File: config.mk
export PLATFORM = sky130hd
export DESIGN_NAME = shortest_path_distances_core
export DESIGN_NICKNAME = d
export VERILOG_FILES = /design/src/rtl/core/spd_pkg.sv /design/src/rtl/core/spd_ram.sv /design/src/rtl/core/spd_cell.sv /design/src/rtl/core/shortest_path_distances_core.sv
export SDC_FILE = /design/constraint.sdc
export NUM_CORES = 2
export LEC_CHECK = 0
export BUFFER_PORTS_ARGS = -buffer_cell sky130_fd_sc_hd__buf_2
export CAP_MARGIN = 20
export CORE_MARGIN = 5
export CORE_UTILIZATION = 30
export DETAILED_ROUTE_END_ITERATION = 6
export MAX_ROUTING_LAYER = met4
export PLACE_DENSITY = 0.51
export SYNTH_ARGS = -nofsm -noshare
export SYNTH_HDL_FRONTEND = slang
export SYNTH_SLANG_ARGS = --single-unit
File: constraint.sdc
create_clock -name clk -period 4.45 [get_ports clk]
set_input_delay 0.445 -clock clk [delete_from_list [all_inputs] [get_ports clk]]
set_output_delay 0.445 -clock clk [all_outputs]
set_load 0.02 [all_outputs]
File: src/rtl/core/spd_pkg.sv
// Package with the sizes, codes and beat types of the shortest path distance core.
package spd_pkg;

  localparam int NUM_VERTICES = 8;
  localparam int WEIGHT_BITS  = 16;

  localparam int VERT_W  = (NUM_VERTICES > 1) ? $clog2(NUM_VERTICES) : 1;
  localparam int CNT_W   = $clog2(NUM_VERTICES + 1);
  localparam int ADDR_W  = $clog2(NUM_VERTICES * NUM_VERTICES);
  localparam int DIST_W  = 20;
  localparam int SUM_W   = ((WEIGHT_BITS > DIST_W) ? WEIGHT_BITS : DIST_W) + 1;

  localparam int VFIELD_W = 3;
  localparam int WFIELD_W = 16;

  localparam logic [DIST_W-1:0] DIST_MAX = {DIST_W{1'b1}};

  localparam logic ACT_WRITE = 1'b0;
  localparam logic ACT_RUN   = 1'b1;

  typedef enum logic [1:0] {
    ST_IDLE,
    ST_PICK,
    ST_RELAX,
    ST_REPORT
  } state_t;

  typedef struct packed {
    logic                action;
    logic [VFIELD_W-1:0] from_vertex;
    logic [VFIELD_W-1:0] to_vertex;
    logic [WFIELD_W-1:0] edge_weight;
    logic [VFIELD_W-1:0] source_vertex;
  } spd_in_t;

  typedef struct packed {
    logic [VFIELD_W-1:0] vertex;
    logic [DIST_W-1:0]   distance;
    logic                reachable;
    logic                last;
  } spd_out_t;

  typedef struct packed {
    logic              found;
    logic [DIST_W-1:0] best;
    logic [VERT_W-1:0] idx;
  } scan_t;

  typedef struct packed {
    logic              init;
    logic              src_valid;
    logic [VERT_W-1:0] src;
    logic              fin;
    logic [VERT_W-1:0] fin_idx;
    logic              relax;
    logic [VERT_W-1:0] relax_idx;
    logic [DIST_W-1:0] relax_dist;
  } cell_cmd_t;

  typedef struct packed {
    logic              reached;
    logic [DIST_W-1:0] path_len;
  } cell_view_t;

endpackage

File: src/rtl/core/spd_ram.sv
// Generic single write port, single read port RAM with registered read data.
module spd_ram #(
  parameter int WIDTH = 16,
  parameter int DEPTH = 64
) (
  input  logic                     clk,
  input  logic                     we,
  input  logic [$clog2(DEPTH)-1:0] waddr,
  input  logic [WIDTH-1:0]         wdata,
  input  logic [$clog2(DEPTH)-1:0] raddr,
  output logic [WIDTH-1:0]         rdata
);

  logic [WIDTH-1:0] mem [DEPTH];

  always_ff @(posedge clk) begin
    if (we) begin
      mem[waddr] <= wdata;
    end
    rdata <= mem[raddr];
  end

endmodule

File: src/rtl/core/spd_cell.sv
// One vertex cell: holds its distance and flags and passes the running minimum along the chain.
module spd_cell import spd_pkg::*; (
  input  logic              clk,
  input  logic              rst,
  input  logic [VERT_W-1:0] idx,
  input  cell_cmd_t         cmd,
  input  scan_t             scan_in,
  output scan_t             scan_out,
  output cell_view_t        view
);

  logic [DIST_W-1:0] path_len;
  logic              reached;
  logic              done;
  logic              relax_hit;
  scan_t             scan_next;

  assign relax_hit = cmd.relax && (cmd.relax_idx == idx) && !done &&
                     (!reached || (cmd.relax_dist < path_len));

  always_comb begin
    scan_next = scan_in;
    if (!done && reached && (!scan_in.found || (path_len < scan_in.best))) begin
      scan_next.found = 1'b1;
      scan_next.best  = path_len;
      scan_next.idx   = idx;
    end
  end

  always_ff @(posedge clk) begin
    if (rst) begin
      reached <= 1'b0;
      done    <= 1'b0;
    end else if (cmd.init) begin
      reached <= cmd.src_valid && (cmd.src == idx);
      done    <= 1'b0;
    end else begin
      if (cmd.fin && (cmd.fin_idx == idx)) begin
        done <= 1'b1;
      end
      if (relax_hit) begin
        reached <= 1'b1;
      end
    end
  end

  always_ff @(posedge clk) begin
    if (cmd.init) begin
      path_len <= '0;
    end else if (relax_hit) begin
      path_len <= cmd.relax_dist;
    end
    scan_out <= scan_next;
  end

  assign view.reached  = reached;
  assign view.path_len = path_len;

endmodule

File: src/rtl/core/shortest_path_distances_core.sv
// Top level of the single-source shortest path core: edge RAM, vertex cell chain and sequencer.
//
//   channel  | dir | payload  | handshake
//   cmd      | in  | spd_in_t | cmd_valid / cmd_stall
//   res      | out | spd_out_t| res_valid / res_stall
//
// Edge writes are taken back to back.
// A run does k+1 minimum scans through the N-cell chain and k relaxation passes
// that read one edge RAM word a cycle, for k reached vertices, then gives N
// result beats, one per cycle when res_stall stays low.
// The edge matrix reads as zero after reset through per-entry valid flops.
// cmd_stall is high from a run beat until its last result beat is loaded.
module shortest_path_distances_core import spd_pkg::*; (
  input  logic     clk,
  input  logic     rst,
  input  logic     cmd_valid,
  output logic     cmd_stall,
  input  spd_in_t  cmd,
  output logic     res_valid,
  input  logic     res_stall,
  output spd_out_t res
);

  state_t state;
  state_t state_next;

  logic [CNT_W-1:0]   cnt;
  logic               cnt_inc;
  logic [VERT_W-1:0]  u;
  logic [DIST_W-1:0]  u_dist;

  logic                                  accept;
  logic                                  wr_en;
  logic [ADDR_W-1:0]                     wr_addr;
  logic [WEIGHT_BITS-1:0]                wr_data;
  logic [ADDR_W-1:0]                     rd_addr;
  logic [WEIGHT_BITS-1:0]                rd_data;
  logic [NUM_VERTICES*NUM_VERTICES-1:0]  entry_valid;
  logic                                  rd_ok;
  logic                                  rel_valid;
  logic                                  rel_issue;
  logic [VERT_W-1:0]                     rel_idx;
  logic [WEIGHT_BITS-1:0]                weight;
  logic [SUM_W-1:0]                      sum;
  logic [DIST_W-1:0]                     cand;
  logic                                  load;
  logic                                  pick_end;
  logic                                  relax_end;

  cell_cmd_t  cell_cmd;
  scan_t      chain [NUM_VERTICES+1];
  cell_view_t views [NUM_VERTICES];
  scan_t      tail;

  assign tail      = chain[NUM_VERTICES];
  assign pick_end  = (state == ST_PICK) && (cnt == CNT_W'(NUM_VERTICES));
  assign relax_end = (state == ST_RELAX) && (cnt == CNT_W'(NUM_VERTICES));

  always_comb begin
    state_next = state;
    unique case (state)
      ST_IDLE: begin
        if (cmd_valid && (cmd.action == ACT_RUN)) begin
          state_next = ST_PICK;
        end
      end
      ST_PICK: begin
        if (pick_end) begin
          state_next = tail.found ? ST_RELAX : ST_REPORT;
        end
      end
      ST_RELAX: begin
        if (relax_end) begin
          state_next = ST_PICK;
        end
      end
      ST_REPORT: begin
        if (load && (cnt == CNT_W'(NUM_VERTICES - 1))) begin
          state_next = ST_IDLE;
        end
      end
      default: state_next = ST_IDLE;
    endcase
  end

  always_comb begin
    cmd_stall = 1'b1;
    load      = 1'b0;
    rel_issue = 1'b0;
    cnt_inc   = 1'b0;
    unique case (state)
      ST_IDLE: begin
        cmd_stall = 1'b0;
      end
      ST_PICK: begin
        cnt_inc = 1'b1;
      end
      ST_RELAX: begin
        cnt_inc   = 1'b1;
        rel_issue = (cnt < CNT_W'(NUM_VERTICES));
      end
      ST_REPORT: begin
        load    = !res_valid || !res_stall;
        cnt_inc = load;
      end
      default: cmd_stall = 1'b1;
    endcase
  end

  assign accept  = cmd_valid && !cmd_stall;
  assign wr_en   = accept && (cmd.action == ACT_WRITE) &&
                   (int'(cmd.from_vertex) < NUM_VERTICES) &&
                   (int'(cmd.to_vertex) < NUM_VERTICES);
  assign wr_addr = ADDR_W'(int'(cmd.from_vertex) * NUM_VERTICES + int'(cmd.to_vertex));
  assign wr_data = WEIGHT_BITS'(cmd.edge_weight);
  assign rd_addr = ADDR_W'(int'(u) * NUM_VERTICES + int'(cnt[VERT_W-1:0]));

  assign weight = rd_ok ? rd_data : '0;
  assign sum    = SUM_W'(u_dist) + SUM_W'(weight);
  assign cand   = (sum > SUM_W'(DIST_MAX)) ? DIST_MAX : DIST_W'(sum);

  always_comb begin
    cell_cmd.init       = accept && (cmd.action == ACT_RUN);
    cell_cmd.src_valid  = int'(cmd.source_vertex) < NUM_VERTICES;
    cell_cmd.src        = VERT_W'(cmd.source_vertex);
    cell_cmd.fin        = pick_end && tail.found;
    cell_cmd.fin_idx    = tail.idx;
    cell_cmd.relax      = rel_valid && (weight != '0);
    cell_cmd.relax_idx  = rel_idx;
    cell_cmd.relax_dist = cand;
  end

  always_ff @(posedge clk) begin
    if (rst) begin
      state <= ST_IDLE;
      cnt   <= '0;
    end else begin
      state <= state_next;
      if (state_next != state) begin
        cnt <= '0;
      end else if (cnt_inc) begin
        cnt <= cnt + 1'b1;
      end
    end
  end

  always_ff @(posedge clk) begin
    if (rst) begin
      entry_valid <= '0;
      rel_valid   <= 1'b0;
    end else begin
      if (wr_en) begin
        entry_valid[wr_addr] <= 1'b1;
      end
      rel_valid <= rel_issue;
    end
  end

  always_ff @(posedge clk) begin
    rd_ok   <= entry_valid[rd_addr];
    rel_idx <= cnt[VERT_W-1:0];
    if (pick_end) begin
      u      <= tail.idx;
      u_dist <= tail.best;
    end
  end

  spd_ram #(
    .WIDTH (WEIGHT_BITS),
    .DEPTH (NUM_VERTICES * NUM_VERTICES)
  ) u_edges (
    .clk   (clk),
    .we    (wr_en),
    .waddr (wr_addr),
    .wdata (wr_data),
    .raddr (rd_addr),
    .rdata (rd_data)
  );

  assign chain[0] = '0;

  for (genvar i = 0; i < NUM_VERTICES; i++) begin : g_cell
    spd_cell u_cell (
      .clk      (clk),
      .rst      (rst),
      .idx      (VERT_W'(i)),
      .cmd      (cell_cmd),
      .scan_in  (chain[i]),
      .scan_out (chain[i+1]),
      .view     (views[i])
    );
  end

  always_ff @(posedge clk) begin
    if (rst) begin
      res_valid <= 1'b0;
    end else if (load) begin
      res_valid <= 1'b1;
    end else if (!res_stall) begin
      res_valid <= 1'b0;
    end
  end

  always_ff @(posedge clk) begin
    if (load) begin
      res.vertex    <= VFIELD_W'(cnt[VERT_W-1:0]);
      res.distance  <= views[cnt[VERT_W-1:0]].reached ? views[cnt[VERT_W-1:0]].path_len : '0;
      res.reachable <= views[cnt[VERT_W-1:0]].reached;
      res.last      <= (cnt == CNT_W'(NUM_VERTICES - 1));
    end
  end

endmodule

Word-level counts from Yosys, hierarchy flattened
Memories as Yosys holds them, arrays and structs flattened. A register that Yosys moved wholly into a read port is not among the register bits.
Index checks and enable logic that the tools add are counted.

storage, ports and cells
  bits in read-only memories = 0
  bits in latches = 0
  output and inout bits = 27
  word-level logic and storage cells = 280
  register bits after elaboration = 492
  RAM bits = 1024
  memories kept = 1

memory list
  memory       words  width  rd ports  clocked after Yosys merged registers in  wr ports  line           text
  u_edges.mem  64     16     1         1                                        1         spd_ram.sv:14  logic [WIDTH-1:0] mem [DEPTH];

cells by class
  bitwise operators = 4
  $add $sub $neg = 4
  shifts and indexed selects = 0
  eq/ne operators = 28
  $lt $le $gt $ge = 21
  divide/modulo/power cells = 0
  reductions and logical operators = 115
  mux-type cells = 46
  $mul = 0

operators by type and width
  operator                                                                            count
  20-bit < comparator                                                                 15
  23-bit 2-to-1 mux                                                                   7
  64-bit OR                                                                           1
  21-bit binary-select mux with 3-bit select                                          1
  1-bit logical AND                                                                   57
  21-bit 2-to-1 mux                                                                   2
  3-bit == test (second input constant)                                               12
  1-bit logical NOT                                                                   25
  1-bit 2-to-1 mux                                                                    25
  24-bit 2-to-1 mux                                                                   1
  20-bit by 16-bit adder with 21-bit output                                           1
  21-bit by 20-bit greater-than comparator with 1-bit output (second input constant)  1
  20-bit 2-to-1 mux                                                                   1
  3-bit by 2-bit == test with 1-bit output (second input constant)                    6
  1-bit logical OR                                                                    16
  16-bit 2-to-1 mux                                                                   1
  16-bit nonzero test                                                                 1
  2-bit nonzero test                                                                  8
  6-bit by 7-bit < comparator with 1-bit output (second input constant)               2
  6-bit by 3-bit adder with 6-bit output                                              2
  3-bit by 1-bit == test with 1-bit output (second input constant)                    3
  3-bit logical NOT                                                                   3
  2-bit 2-to-1 mux                                                                    4
  2-bit one-hot mux with 4 select lines                                               1
  17 further kinds                                                                    22

Depth between registers and ports, before layout
  depth in word-level cells = 9
  mapped depth = 22
  depth with buffers taken out = 19

Cells and area by module
Synthesis repeated with hierarchy kept, for this count alone.

second synthesis, totals
  cells, all modules = 5992
  area, all modules = 75942.8 um^2

by module, submodules not included
  module                        seq. area each (um^2)  times used  area an instance (um^2)  cells an instance
  spd_ram                       31069.8                1           40042.2                  1829
  spd_cell                      920.9                  8           3592.2                   436
  shortest_path_distances_core  2962.8                 1           7163.1                   675

Least setup slack after synthesis
No wires, ideal clock.

  path type = register to register
  start point = register rd_ok
  end point = register g_cell[3].u_cell.path_len[9]
  slack = -0.503 ns
  clock period less this slack = 4.953 ns
  cell stages (with the launch flop) = 20
  data arrival time = 4.830 ns
  path buffers = 2
  path through = dfxtp_1 clkbuf_1 and2_1 ha_1 inv_1 fa_1 nand2b_1 a21oi_2 o22ai_1 nor4b_1 o31ai_1 ha_1 nand4_1 nor3_1 a221oi_1 o211ai_1 a21oi_1 o21ai_2 buf_4 mux2i_1

on the way
  longest elaborated chain between the ends = 7
  elaborated cells between the ends (all ways) = 11
  classes of those cells = 1 x add/sub; 2 x order compare; 2 x mux; 6 x reduce/logical

ends and longest elaborated chain
  what                                                        line                                 text
  start, declared                                             shortest_path_distances_core.sv:39   logic rd_ok;
  start signal, assigned                                      shortest_path_distances_core.sv:160  rd_ok <= entry_valid[rd_addr];
  16-bit 2-to-1 mux (*)                                       shortest_path_distances_core.sv:118  assign weight = rd_ok ? rd_data : '0;
  20-bit by 16-bit adder with 21-bit output (*)               shortest_path_distances_core.sv:119  assign sum = SUM_W'(u_dist) + SUM_W'(weight);
  21-bit by 20-bit greater-than comparator with 1-bit output  shortest_path_distances_core.sv:120  assign cand = (sum > SUM_W'(DIST_MAX)) ? DIST_MAX : DIST_W'(sum);
  20-bit 2-to-1 mux (*)                                       shortest_path_distances_core.sv:120
  net cand[14]                                                shortest_path_distances_core.sv:45   logic [DIST_W-1:0] cand;
  20-bit < comparator (*)                                     spd_cell.sv:19                       (!reached || (cmd.relax_dist < path_len));
  1-bit logical OR (*)                                        spd_cell.sv:19
  1-bit logical AND (*)                                       spd_cell.sv:18                       assign relax_hit = cmd.relax && (cmd.relax_idx == idx) && !done &&
  end signal, assigned                                        spd_cell.sv:51                       path_len <= cmd.relax_dist;
  end, declared                                               spd_cell.sv:12                       logic [DIST_W-1:0] path_len;

Mark *: on every way through the listed nets, which the timed path passes. The rest lies on a longest branch.
A chain may end at the register's enable or synchronous reset.

Worst setup path in the final report
  start point = register rd_ok
  end point = register g_cell[1].u_cell.path_len[4]

on the way
  longest elaborated chain between the ends = 7
  elaborated cells between the ends (all ways) = 11
  classes of those cells = 1 x add/sub; 2 x order compare; 2 x mux; 6 x reduce/logical

ends and longest elaborated chain
  what                                                        line
  16-bit 2-to-1 mux (*)                                       shortest_path_distances_core.sv:118
  20-bit by 16-bit adder with 21-bit output (*)               shortest_path_distances_core.sv:119
  21-bit by 20-bit greater-than comparator with 1-bit output  shortest_path_distances_core.sv:120
  20-bit 2-to-1 mux (*)                                       shortest_path_distances_core.sv:120
  net cand[18]                                                shortest_path_distances_core.sv:45
  20-bit < comparator (*)                                     spd_cell.sv:19
  1-bit logical OR (*)                                        spd_cell.sv:19
  1-bit logical AND (*)                                       spd_cell.sv:18
  end signal, assigned                                        spd_cell.sv:51
  end, declared                                               spd_cell.sv:12

Marks and branches as above.

==> reports/summary.txt <==
Crit end category = register
Yosys top cell area share = 49.06%
Post-DR wirelength/cell = 24.53 um
Post-synthesis cell count = 4,314
Fmax = 0.2241 GHz
CP peak stage delay = 370 ps
Fin. Hold Viols = 0
Slowest CP cell = dfxtp_4
Max-Cap Viols = 0
Fill count = 20,470
Worst vdd ir = 0.3883 mV
Worst hold path depth = 3
GRT overflow = 0
Max Clock Skew = 78.78 ps
Clk_lat worst skew = 830 ps
Hold Crit Endpoint = state[0]$_SDFF_PP0_
First-pass GRT wire length = 273,100 um
Final nets = 5,099
RR Endpoint = g_cell[1].u_cell.path_len[4]$_SDFFE_PP0P_
Total wire length = 190,200 um
Top-count cell post-synth = edfxtp_1
DRC errors left = 0
Clk root buf = clkbuf_16
Flops & latches, synth = 1,525
Final Non-Filler Cells = 7,756
DR vias/cell = 4.947
Initial Utilization = 30.19%
Die X-Extent = 477.7 um
Leak = 26.84 nW
Die area = 228,200 um^2
Final-report setup violation count = 2
Worst setup margin = -12.80 ps
Final period utilization = 100.3%
Routed via count = 38,370
Worst setup path class = register to register
Type of origin of the critical path = register
Synth-to-layout area growth = 21.32%
CTS Buffer Depth = 3
RSZ-0062 raised after global routing = yes
Final ANT Viol Nets = 0
DP HPWL = 123,900 um
Slew Limit Fails = 0
Post-synth EDFFs = 1,072
Largest net degree at the start of global routing = 65
Antenna violations before repair = 7
PortBufs = 56
Worst path required time = 5130 ps
Die Y = 477.7 um
Core Region = 217,400 um^2
Max-slew headroom = 29.43%
Status = finished with violations
Row Count = 171
Post-Synthesis Net Count = 4,653
Largest fanout on the critical path = 11
Sequential area share after synthesis = 62.87%
Final hold slack = 74.33 ps
Worst r2r src = rd_ok$_DFF_P_
Sinks on Clock Net = 1,525
DRT Pass-1 Iters = 5
Crit path time final = 4463 ps
Synth area leader = edfxtp_1
Power Dens Cells = 378.3 nW/um^2
Commonest cells in the netlist = edfxtp_1 (1,072), dfxtp_1 (453), mux4_2 (399), inv_1 (337), nor2_1 (324)
Critical path, cell by cell = and2_4, ha_4, inv_2, fa_2, nand2b_4, a21oi_4, o211ai_1, a31oi_1, mux2_4, buf_12, ha_4, nand4_1, nor3_4, buf_6, o2111ai_4, a31oi_2, buf_4, nor2_4, buf_12, a311oi_1
Number of global-route vias before repair = 39,130
Share of layout cells above drive strength 1 = 28.13%
Worst Tran Pin Value = 1058 ps
Hold Crit Class = primary input to register
Async set-reset flop share out of synthesis = 0%
Final setup TNS = -17.72 ps
Dominant cells by area after synthesis = edfxtp_1 (49%), dfxtp_1 (14%), mux4_2 (14%)
Worst reg2reg path depth = 20
Synth Area per Inst = 15.21 um^2
Synth Warn # = 0
Register-to-Register Setup Slack = -10 ps
# IOs = 57
Reg clk slew, reported paths = 60 ps
Global placement routability congestion = 0.8923
TritonCTS clock tree = done
Num CTS Buffers = 164
H-tree depth = 4
Placed cell count = 7,368
Number of DRC markers in iteration 0 = 3,108
Synth unique cells = 78
Main synth FF type = edfxtp_1
Syn Std Cell Area = 65,620 um^2
Overall Global Routing Usage = 16.64%
Hold Startpoint = cmd_valid
WP data arrival = 5140 ps
Failing checks = setup timing
[metrics by stage]
| stage | setup WS [ps] | power (W) | instance area, um^2 | utilization [%] |
|---|---|---|---|---|
| finish | -12.80 | 0.03011 | 79610 | 36.62 |
| global route | -158.1 | 0.03114 | 79610 | 36.62 |
| CTS | -24.14 | 0.03042 | 78170 | 35.96 |
| detailed placement | -713.5 | 0.01643 | 71860 | 33.06 |
| global placement | -569.1 | 0.01642 | 71860 | 33.06 |
| floorplan | 34.87 | 0.01601 | 65700 | - |
[metal layers]
metal  up-vias  wire, um  part of all wire [%]  track usage, %
li1      17520         -                     -               -
met1     19770     83370                    44           21.61
met2       844     95280                    50           27.95
met3       231      7592                   4.0           2.192
met4         0      3975                   2.1           3.690
met5         -         0                     0               -
[what timing repair did]
item / CTS / global route
setup endpoints to repair: 160 / 160
buffers inserted: 19 / 27
cloned: 1 / 10
pin swaps: 23 / 50
hold endpoints to repair: 4 / 98
hold buffers: 4 / 8
gates resized for setup: 85 / 153
[state kept, by name (all words and copies together) (netlist names), 2 cells and up]
signal	cells
u_edges.rdata	16
u_edges.mem	1024
g_cell.u_cell.path_len	160
u_dist	20
rel_idx	3
cnt	4
res	25
g_cell.u_cell.reached	8
u	3
g_cell.u_cell.scan_out	185
state	2
entry_valid	64
g_cell.u_cell.done	8
[worst max-delay path, delay by kind of cell, from the launching register on]
| family | cells | cell delay, ps |
|---|---|---|
| AOI/OAI and AO/OA | 6 | 1230 |
| adders and majority gates | 3 | 740 |
| buffers and inverters | 5 | 650 |
| DFF | 1 | 370 |
| muxes | 1 | 370 |
| and+or+nand+nor | 5 | 950 |
[final cells by class]
class / instances / area [um^2] / share of cell area (%)
tap: 2854 / 3571 / 4.485
timing repair buffer: 465 / 4277 / 5.372
antenna: 3 / 7.507 / 0.009430
clock inverter: 91 / 1074 / 1.348
sequential: 1525 / 41270 / 51.85
inverter: 337 / 1265 / 1.589
clock buffer: 214 / 4526 / 5.685
multi-input combinational: 2267 / 23620 / 29.67
[cells by family after synthesis]
kind of cell / after synthesis / share of synthesized area, %
simple gates: 794 / 5.701
buf+inv: 522 / 3.110
xor+xnor: 10 / 0.1335
fa+ha+maj: 309 / 5.903
flops: 1525 / 62.87
mux: 589 / 16.61
compound gates: 565 / 5.663
[how the worst max path moves through the flow]
stage,end,slack [ps],startpoint,cells after the start
5_1_grt,g_cell[1].u_cell.path_len[6]$_SDFFE_PP0P_,-160,rd_ok$_DFF_P_,20
3_5_place_dp,g_cell[1].u_cell.path_len[11]$_SDFFE_PP0P_,-710,rd_ok$_DFF_P_,21
3_3_place_gp,g_cell[1].u_cell.path_len[7]$_SDFFE_PP0P_,-570,rd_ok$_DFF_P_,21
2_1_floorplan,g_cell[3].u_cell.path_len[19]$_SDFFE_PP0P_,30,rd_ok$_DFF_P_,22
4_1_cts,g_cell[1].u_cell.path_len[6]$_SDFFE_PP0P_,-20,rd_ok$_DFF_P_,21
6_report,g_cell[1].u_cell.path_len[4]$_SDFFE_PP0P_,-10,rd_ok$_DFF_P_,20
[layout by cell type, fill, tap and decap left out, drive strengths merged, types with 9 or more instances in the layout]
master          n
a211oi         41
a21o           44
a21oi         152
a221oi          9
a311oi         47
a31oi          14
and2           46
buf           444
bufinv         12
clkbuf        222
clkinv         69
dfxtp         453
dlygate4sd3    12
edfxtp       1072
ha            308
inv           342
mux2           12
mux2i         178
mux4          399
nand2         145
nand2b         34
nand3          67
nand4          48
nor2          325
nor2b          25
nor3           39
nor4           13
o2111ai        15
o211ai         19
o21a           12
o21ai         147
o21ba          14
or4            11
[power breakdown]
part / internal [W] / switching (W) / leakage, nW / total [W]
clock network: 0.00798 / 0.00598 / 2.71 / 0.0140
logic: 0.000324 / 0.000557 / 10.8 / 0.000881
registers: 0.0152 / 0.0000528 / 13.3 / 0.0153
total: 0.0235 / 0.00659 / 26.8 / 0.0301
(Power assumes the default switching activity.)
